[src/sv/bpsd_pkg.sv]
`default_nettype none

package bpsd_pkg;

    localparam int BTN_W   = 2;
    localparam int MASK_W  = 3;
    localparam int LEVEL_W = 4;
    localparam int TIME_W  = 32;
    localparam int DEB_W   = 16;
    localparam int LINE_W  = 3;
    localparam int LED_W   = 4;
    localparam int EVENT_W = 2;

    localparam logic [DEB_W-1:0] DEBOUNCE_RESET = 16'd20;

    typedef enum logic [1:0] {
        OP_SCAN       = 2'd0,
        OP_SET_COLOR  = 2'd1,
        OP_READ_CLEAR = 2'd2,
        OP_FORCE      = 2'd3
    } op_t;

    typedef enum logic [EVENT_W-1:0] {
        EV_NONE = 2'd0,
        EV_DOWN = 2'd1,
        EV_UP   = 2'd2
    } event_t;

    // One operation as it leaves the input register.
    typedef struct packed {
        logic                  fire;
        op_t                   op;
        logic [BTN_W-1:0]      button;
        logic [MASK_W-1:0]     color_mask;
        logic [LEVEL_W-1:0]    switch_levels;
        logic [TIME_W-1:0]     time_ms;
    } cmd_t;

endpackage

`default_nettype wire

[src/sv/bpsd_scan.sv]
`default_nettype none

module bpsd_scan
    import bpsd_pkg::*;
#(
    parameter int BUTTONS = 4,
    parameter int COLORS  = 3
) (
    input  wire logic              aclk,
    input  wire logic              aresetn,
    input  wire cmd_t              cmd,
    output logic [LINE_W-1:0]      color_lines_next,
    output logic [LED_W-1:0]       led_lines_next
);

    localparam int CW = (COLORS > 1) ? $clog2(COLORS) : 1;
    localparam logic [CW-1:0] LAST_COLOR = CW'(COLORS - 1);

    logic [CW-1:0]     current_color_reg;
    logic [CW-1:0]     current_color_next;
    logic [MASK_W-1:0] led_color_reg [BUTTONS];
    logic [LINE_W-1:0] color_lines_reg;
    logic [LED_W-1:0]  led_lines_reg;
    logic [MASK_W-1:0] color_hit;
    logic [LED_W-1:0]  led_scan;
    logic              scan_go;

    assign scan_go = cmd.fire && (cmd.op == OP_SCAN);

    // A colour index beyond the stored mask bits lights nothing and drives no line.
    always_comb begin
        for (int k = 0; k < MASK_W; k++) begin
            color_hit[k] = (32'(current_color_reg) == k);
        end
    end

    for (genvar i = 0; i < LED_W; i++) begin : g_led
        if (i < BUTTONS) begin : g_used
            assign led_scan[i] = |(led_color_reg[i] & color_hit);
        end else begin : g_unused
            assign led_scan[i] = 1'b0;
        end
    end

    always_comb begin
        if (current_color_reg == LAST_COLOR) begin
            current_color_next = '0;
        end else begin
            current_color_next = current_color_reg + CW'(1);
        end
        color_lines_next = scan_go ? ~color_hit : color_lines_reg;
        led_lines_next   = scan_go ? led_scan : led_lines_reg;
    end

    always_ff @(posedge aclk) begin
        if (!aresetn) begin
            current_color_reg <= '0;
            color_lines_reg   <= '1;
            led_lines_reg     <= '0;
        end else if (scan_go) begin
            current_color_reg <= current_color_next;
            color_lines_reg   <= color_lines_next;
            led_lines_reg     <= led_lines_next;
        end
    end

    for (genvar i = 0; i < BUTTONS; i++) begin : g_mask
        always_ff @(posedge aclk) begin
            if (!aresetn) begin
                led_color_reg[i] <= '0;
            end else if (cmd.fire && cmd.op == OP_SET_COLOR
                         && 32'(cmd.button) == i) begin
                led_color_reg[i] <= cmd.color_mask;
            end
        end
    end

endmodule

`default_nettype wire

[src/sv/bpsd_debounce.sv]
`default_nettype none

module bpsd_debounce
    import bpsd_pkg::*;
#(
    parameter int BUTTONS = 4
) (
    input  wire logic              aclk,
    input  wire logic              aresetn,
    input  wire cmd_t              cmd,
    input  wire logic [DEB_W-1:0]  debounce_ms,
    output event_t                 event_code
);

    logic              last_pressed_reg [BUTTONS];
    logic [TIME_W-1:0] last_time_reg    [BUTTONS];
    event_t            pending_reg      [BUTTONS];
    logic [BUTTONS-1:0] btn_sel;

    for (genvar i = 0; i < BUTTONS; i++) begin : g_btn
        logic              pressed;
        logic [TIME_W-1:0] elapsed;
        logic              accept_change;

        // Buttons with no level bit in the field read as pressed.
        if (i < LEVEL_W) begin : g_pin
            assign pressed = ~cmd.switch_levels[i];
        end else begin : g_nopin
            assign pressed = 1'b1;
        end

        assign btn_sel[i] = (32'(cmd.button) == i);
        assign elapsed    = cmd.time_ms - last_time_reg[i];
        assign accept_change = cmd.fire && (cmd.op == OP_SCAN)
                               && (pressed != last_pressed_reg[i])
                               && (elapsed > TIME_W'(debounce_ms));

        always_ff @(posedge aclk) begin
            if (!aresetn) begin
                last_pressed_reg[i] <= 1'b0;
                last_time_reg[i]    <= '0;
                pending_reg[i]      <= EV_NONE;
            end else begin
                if (accept_change) begin
                    last_pressed_reg[i] <= pressed;
                    last_time_reg[i]    <= cmd.time_ms;
                    pending_reg[i]      <= pressed ? EV_DOWN : EV_UP;
                end else if (cmd.fire && btn_sel[i]) begin
                    if (cmd.op == OP_READ_CLEAR) begin
                        pending_reg[i] <= EV_NONE;
                    end else if (cmd.op == OP_FORCE) begin
                        pending_reg[i] <= pressed ? EV_DOWN : EV_UP;
                    end
                end
            end
        end
    end

    always_comb begin
        logic [EVENT_W-1:0] ev;
        ev = '0;
        for (int i = 0; i < BUTTONS; i++) begin
            if (btn_sel[i]) begin
                ev = ev | pending_reg[i];
            end
        end
        event_code = (cmd.op == OP_READ_CLEAR) ? event_t'(ev) : EV_NONE;
    end

endmodule

`default_nettype wire

[src/sv/button_pad_scan_debounce_unit.sv]
// m_tvalid rises once an item has passed the input register and the result register.
// Throughput: one item per cycle while m_tready drains the result; the input
// register and the result register form a two-stage pipeline, so a new item
// can wait in the input register while a result waits for m_tready.
// Reset (aresetn low, synchronous): color lines off, LEDs off, all buttons
// released with no pending events, debounce time back to 20 ms.
`default_nettype none

module button_pad_scan_debounce_unit
    import bpsd_pkg::*;
#(
    parameter int BUTTONS = 4,
    parameter int COLORS  = 3
) (
    input  wire logic              aclk,
    input  wire logic              aresetn,
    input  wire logic              cfg_wr_en,
    input  wire logic [DEB_W-1:0]  cfg_wr_data,
    input  wire logic              s_tvalid,
    output logic                   s_tready,
    // button[1:0], color_mask[4:2], switch_levels[8:5], time_ms[40:9]
    input  wire logic [47:0]       s_tdata,
    // operation[1:0]
    input  wire logic [1:0]        s_tuser,
    output logic                   m_tvalid,
    input  wire logic              m_tready,
    // color_lines[2:0], led_lines[6:3], event_code[8:7]
    output logic [15:0]            m_tdata
);

    logic [DEB_W-1:0]  debounce_reg;
    logic              in_valid_reg;
    cmd_t              in_cmd_reg;
    cmd_t              cmd;
    logic              advance;
    logic              out_valid_reg;
    logic [LINE_W-1:0] out_lines_reg;
    logic [LED_W-1:0]  out_leds_reg;
    event_t            out_event_reg;
    logic [LINE_W-1:0] color_lines_next;
    logic [LED_W-1:0]  led_lines_next;
    event_t            event_code;

    always_ff @(posedge aclk) begin
        if (!aresetn) begin
            debounce_reg <= DEBOUNCE_RESET;
        end else if (cfg_wr_en) begin
            debounce_reg <= cfg_wr_data;
        end
    end

    assign advance  = in_valid_reg && (!out_valid_reg || m_tready);
    assign s_tready = !in_valid_reg || advance;

    always_ff @(posedge aclk) begin
        if (!aresetn) begin
            in_valid_reg <= 1'b0;
        end else if (s_tready) begin
            in_valid_reg <= s_tvalid;
        end
    end

    always_ff @(posedge aclk) begin
        if (s_tready && s_tvalid) begin
            in_cmd_reg.fire          <= 1'b1;
            in_cmd_reg.op            <= op_t'(s_tuser);
            in_cmd_reg.button        <= s_tdata[1:0];
            in_cmd_reg.color_mask    <= s_tdata[4:2];
            in_cmd_reg.switch_levels <= s_tdata[8:5];
            in_cmd_reg.time_ms       <= s_tdata[40:9];
        end
    end

    always_comb begin
        cmd      = in_cmd_reg;
        cmd.fire = advance;
    end

    bpsd_scan #(
        .BUTTONS (BUTTONS),
        .COLORS  (COLORS)
    ) u_scan (
        .aclk             (aclk),
        .aresetn          (aresetn),
        .cmd              (cmd),
        .color_lines_next (color_lines_next),
        .led_lines_next   (led_lines_next)
    );

    bpsd_debounce #(
        .BUTTONS (BUTTONS)
    ) u_debounce (
        .aclk        (aclk),
        .aresetn     (aresetn),
        .cmd         (cmd),
        .debounce_ms (debounce_reg),
        .event_code  (event_code)
    );

    always_ff @(posedge aclk) begin
        if (!aresetn) begin
            out_valid_reg <= 1'b0;
        end else if (advance) begin
            out_valid_reg <= 1'b1;
        end else if (m_tready) begin
            out_valid_reg <= 1'b0;
        end
    end

    always_ff @(posedge aclk) begin
        if (advance) begin
            out_lines_reg <= color_lines_next;
            out_leds_reg  <= led_lines_next;
            out_event_reg <= event_code;
        end
    end

    assign m_tvalid = out_valid_reg;
    assign m_tdata  = {7'b0, out_event_reg, out_leds_reg, out_lines_reg};

    // A stalled result is never overwritten by the next item.
    assert property (@(posedge aclk) disable iff (!aresetn)
        !(advance && out_valid_reg && !m_tready))
        else $error("result register overwritten while stalled");

    // At most one color common line is driven low.
    assert property (@(posedge aclk) disable iff (!aresetn)
        m_tvalid |-> $onehot0(~m_tdata[2:0]))
        else $error("more than one color line active");

    // Only a read-clear reports an event, and never the unused code.
    assert property (@(posedge aclk) disable iff (!aresetn)
        advance && in_cmd_reg.op != OP_READ_CLEAR |=> m_tdata[8:7] == EV_NONE)
        else $error("event reported outside a read-clear");

    assert property (@(posedge aclk) disable iff (!aresetn)
        m_tvalid |-> m_tdata[8:7] != 2'd3)
        else $error("invalid event code");

endmodule

`default_nettype wire
[config.mk]
export PLATFORM = sky130hd
export DESIGN_NAME = button_pad_scan_debounce_unit
export DESIGN_NICKNAME = d
export VERILOG_FILES = /design/src/sv/bpsd_pkg.sv /design/src/sv/bpsd_scan.sv /design/src/sv/bpsd_debounce.sv /design/src/sv/button_pad_scan_debounce_unit.sv
export SDC_FILE = /design/constraint.sdc
export NUM_CORES = 1
export LEC_CHECK = 0
export ABC_AREA = 1
export BUFFER_PORTS_ARGS = -buffer_cell sky130_fd_sc_hd__buf_2
export CORE_UTILIZATION = 57
export DETAILED_ROUTE_END_ITERATION = 6
export PLACE_DENSITY = 0.78
export SLEW_MARGIN = 20
export SYNTH_ARGS = -nofsm -noshare
export SYNTH_HDL_FRONTEND = slang
export SYNTH_HIERARCHICAL = 1
export SYNTH_SLANG_ARGS = --single-unit
export TNS_END_PERCENT = 1
[constraint.sdc]
create_clock -name aclk -period 4.6 [get_ports aclk]
set_clock_uncertainty 0.15 [all_clocks]
set_input_delay 0.46 -clock aclk [delete_from_list [all_inputs] [get_ports aclk]]
set_output_delay 0.46 -clock aclk [all_outputs]
set_load 0.02 [all_outputs]
== Yosys cells after proc, flatten, opt, wreduce, memory -nomap -nowiden ==
Memories as Yosys holds them, arrays and structs flattened.
Index checks and enable logic that the tools add are counted.

* Add/sub/neg operators: 5
* Multiply operators: 0
* Divide/modulo/power cells: 0
* Order comparisons: 4
* Eq/ne operators: 12
* Shift operators: 0
* Muxes and demuxes: 97
* Bitwise operators: 36
* Reduce and logical (&&, ||, !) cells: 32

{| class="wikitable"
|+ Operators by type and width
! cell !! count
|-
| $gt 32x16->1 || 4
|-
| $mux 32 || 4
|-
| $sub 32x32->32 || 4
|-
| $mux 1 || 66
|-
| $mux 2 || 21
|-
| $or 1x1->1 || 24
|-
| $logic_and 1x1->1 || 20
|-
| $mux 3 || 5
|-
| $and 3x3->3 || 4
|-
| $reduce_or 3->1 || 4
|-
| $eq 2x2->1 const B || 5
|-
| $eq 2x1->1 const B || 3
|-
| $logic_not 2->1 || 3
|-
| $or 2x2->2 || 3
|-
| $mux 4 || 1
|-
| $ne 1x1->1 || 4
|-
| $not 1->1 || 4
|-
| $not 3->3 || 1
|-
| $add 2x1->2 const B || 1
|-
| $logic_not 1->1 || 2
|-
| $logic_or 1x1->1 || 2
|-
| $reduce_bool 2->1 || 1
|}

* Flip-flop bits (word level): 79
* Bits in latches: 0
* Bits in writable memories: 152
* Bits in read-only memories: 0
* Bits of input ports: 71
* Output and inout port bits: 18
* Logic and storage cells: 204
* Memories: 4

{| class="wikitable"
|+ Memory list
! name !! words !! width !! rd ports !! clocked after memory_dff !! wr ports !! RTL line !! source
|-
| u_debounce.last_time_reg || 4 || 32 || 4 || 0 || 4 || bpsd_debounce.sv:16 || <nowiki>logic [TIME_W-1:0] last_time_reg [BUTTONS];</nowiki>
|-
| u_scan.led_color_reg || 4 || 3 || 4 || 0 || 4 || bpsd_scan.sv:21 || <nowiki>logic [MASK_W-1:0] led_color_reg [BUTTONS];</nowiki>
|-
| u_debounce.pending_reg || 4 || 2 || 4 || 0 || 4 || bpsd_debounce.sv:17 || <nowiki>event_t pending_reg [BUTTONS];</nowiki>
|-
| u_debounce.last_pressed_reg || 4 || 1 || 4 || 0 || 4 || bpsd_debounce.sv:15 || <nowiki>logic last_pressed_reg [BUTTONS];</nowiki>
|}

== Longest topological paths before layout ==
* Depth in word-level cells: 12
* Mapped depth: 27

== By module ==
Netlist, hierarchy kept.

{| class="wikitable"
|+ Modules (own cells, without submodules)
! module !! times used !! cells an instance !! area each (um2)
|-
| bpsd_debounce || 1 || 2751 || 16916.2
|-
| button_pad_scan_debounce_unit || 1 || 141 || 2255.9
|-
| bpsd_scan || 1 || 134 || 1053.5
|}

== Worst setup path after synthesis ==
OpenSTA, ideal clock, no wires.

* Path kind: reg-to-reg
* Start point: reg in_cmd_reg (netlist bit cmd[0])
* End point: mem u_debounce.last_pressed_reg[1], enable pin
* Library setup time: 0.485 ns
* Arrival: 3.603 ns
* Setup slack: 0.363 ns
* Cell stages (with the launch flop): 25
* Clock period less this slack: 4.237 ns
* Cells stage by stage: edfxtp_1 inv_1 ha_1 inv_1 fa_1 nand2_1 nand2_1 and2_4 nand2_1 nand2_2 nand2_1 nand2_1 xor2_1 ha_1 nand2_1 nor4_1 nand3_1 nand2_1 nand3_1 nor2_1 nand2_1 nor2_1 nand2_2 nand2_1 nand2_1

{| class="wikitable"
|+ RTL lines
! what !! RTL line !! source
|-
| from (decl) || button_pad_scan_debounce_unit.sv:33 || <nowiki>cmd_t in_cmd_reg;</nowiki>
|-
| to (decl) || bpsd_debounce.sv:15 ||
|}

==> out/summary.txt <==
Num rows = 68
H-tree levels = 1
Core area = 34710 µm²
Final nets = 3474
Avg Inst Size Synth = 6.684 µm²
Most frequent CP cell = nand2_1
Reg clk slew, reported paths = 0.07 ns
Top Family by Delay on Critical Path = simple AND/OR/NAND/NOR gates
Commonest non-fill, non-tap cell in the layout = nand2_1
Crit end category = flip-flop
Crit path DAT = 4.75 ns
Synth Cell Area = 20230 µm²
Max-cap violations = 0
CP Max Fanout = 16
Vias in the first global route = 18670
# clock sinks = 231
Worst-Margin Slew = 1.144 ns
Max_slew headroom = 23.76%
Placed inst area = 21200 µm²
Clock root cell = clkbuf_16
Worst-Skew Late Latency = 0.56 ns
Top cell type's share of synthesized area = 30.14%
Seq/Total Area, Yosys = 32.91%
Final setup viols = 0
Die H = 190.4 µm
Max reg flops = 128
Synth unique cells = 43
Synth async-reset ratio = 0%
CP max stage delay = 0.44 ns
First-pass GRT wire length = 100800 µm
Max-slew violation count = 0
Pre-antenna DRT Iters = 6
Critical path launch point type = flip-flop
Register bit total from synthesis = 231
Detailed Place HPWL = 51640 µm
Antenna Violating Nets Remaining = 0
Iteration-0 DRC Markers = 1936
Crit path kind = flip-flop to flip-flop
Residual DRC = 0
PortBufs = 74
Die X = 190.4 µm
Commonest non-fill, non-tap cells in the layout = nand2_1 (991), inv_1 (644), nor2_1 (398)
Peak VDD IR = 264.9 µV
WP buf/inv = 3
GPL Wtd Cong = 1.024
Cts bufs inserted = 25
Final Hold Viols = 0
Slowest library cell on the worst path = edfxtp_1
Cell count after synthesis = 3026
Fmax = 0.2212 GHz
Initial antenna violation count = 1
Final Cycle Share = 98.26%
Initial Utilization = 58.26%
Pwr/cell area = 297.4 nW/µm²
Via count = 19920
Multi-input logic area = 10970 µm²
Tmin final = 4.520 ns
Storage element area = 6656 µm²
CTS tree = built
Design area = 22980 µm²
Global Route Usage Sum = 36.81%
Post-DR wirelength/cell = 18.63 µm
Top_reg_cell synth = edfxtp_1
Layout cells sized above 1 = 7.523%
Syn. warnings = 6
Pin count of the biggest net entering global routing = 44
Post-synth EDFFs = 203
Final wirelength = 68670 µm
CTS max path bufs = 3
Leak = 12.48 nW
Filler cell count = 3069
Die ar. = 36240 µm²
Via-per-instance ratio = 5.402
Area leader, netlist = edfxtp_1
Number of placed I/O pins = 89
Synth area leaders = edfxtp_1 (30%), nand2_1 (18%), inv_1 (12%)
Critical Path RT = 4.83 ns
Worst min-delay path class = primary input to flip-flop
Total grt overflow = 0
Hold Slack = 0.007161 ns
Status = complete, no violations
Synthesis-to-finish area growth = 13.62%
[power by group]
part / internal (mW) / total, mW / switching, mW
Clock: 1.37 / 2.30 / 0.929
Sequential: 2.38 / 2.48 / 0.0939
Combinational: 0.717 / 2.06 / 1.34
[metal layers]
layer	track usage [%]	share of wire, %	up-vias
met5	0	0	-
met2	61.10	45	1036
met4	16.98	5.5	0
li1	-	-	9704
met1	46.24	39	8948
met3	6.956	9.9	230
[what timing repair did]
action                                  in CTS  in global routing
hold buffers                                53                  0
endpoints found under the setup margin       0                261
gates resized for setup                      0                 22
buffers inserted                             0                 20
hold endpoints to repair                    53                  0
[stage by stage]
stage          setup slack, ns  TNS [ns]  power (mW)  util, %  std cells
5_1_grt               -0.08134    -3.157       7.148    66.19       3685
4_1_cts                0.05237         0       6.704    65.23       3659
3_3_place_gp            0.2229         0       4.382    61.06       3560
2_1_floorplan           0.3626         0       3.848        -       3032
3_5_place_dp            0.1176         0       4.433    61.06       3560
6_report               0.08007         0       6.835    66.20       3687
[path summary, 6_finish.rpt]
path                            slack [ns]                         endpoint  cells past startpoint       startpoint
worst max-delay path                  0.08  u_debounce/last_time_reg[0][17]                     25           cmd[0]
worst min-delay path                 0.007                  debounce_reg[5]                      3   cfg_wr_data[5]
worst max register to register        0.08  u_debounce/last_time_reg[0][17]                     25           cmd[0]
worst min register to register        0.31                  debounce_reg[2]                      2  debounce_reg[2]
[final cells by class]
class                   instances  share of cell area [%]
multi-input cells            2121                   47.75
inverters                     653                   10.68
flip-flops and latches        231                   28.96
well taps                     455                   2.477
clock buffers                  28                   2.815
clock inverters                18                   1.181
diodes                          2                 0.02178
repair buffers                179                   6.114
[synthesized netlist by cell type (all sizes together) (3+ instances only)]
master and count:
a21oi 119, and2 9, buf 23, clkbuf 5
dfxtp 28, edfxtp 203, fa 4, ha 188
inv 653, nand2 1007, nand3 157, nand3b 16
nand4 34, nor2 414, nor3 23, nor4 4
o21a 3, o21ai 45, o21bai 8, or2 7
xnor2 4, xor2 62
[logic make-up after synthesis]
family / synth area share, %
other: 0.01854
adders and majority gates: 12.03
AOI/OAI and AO/OA: 4.776
xor gates and xnor gates: 2.858
buffers and inverters: 13.33
DFF: 32.91
and+or+nand+nor: 34.08
[worst min-delay path, stage by stage]
cell    delay [ns]
buf_2         0.08
nor2_1        0.03
nor2_1        0.09
Power figures use the tool's default switching activity.
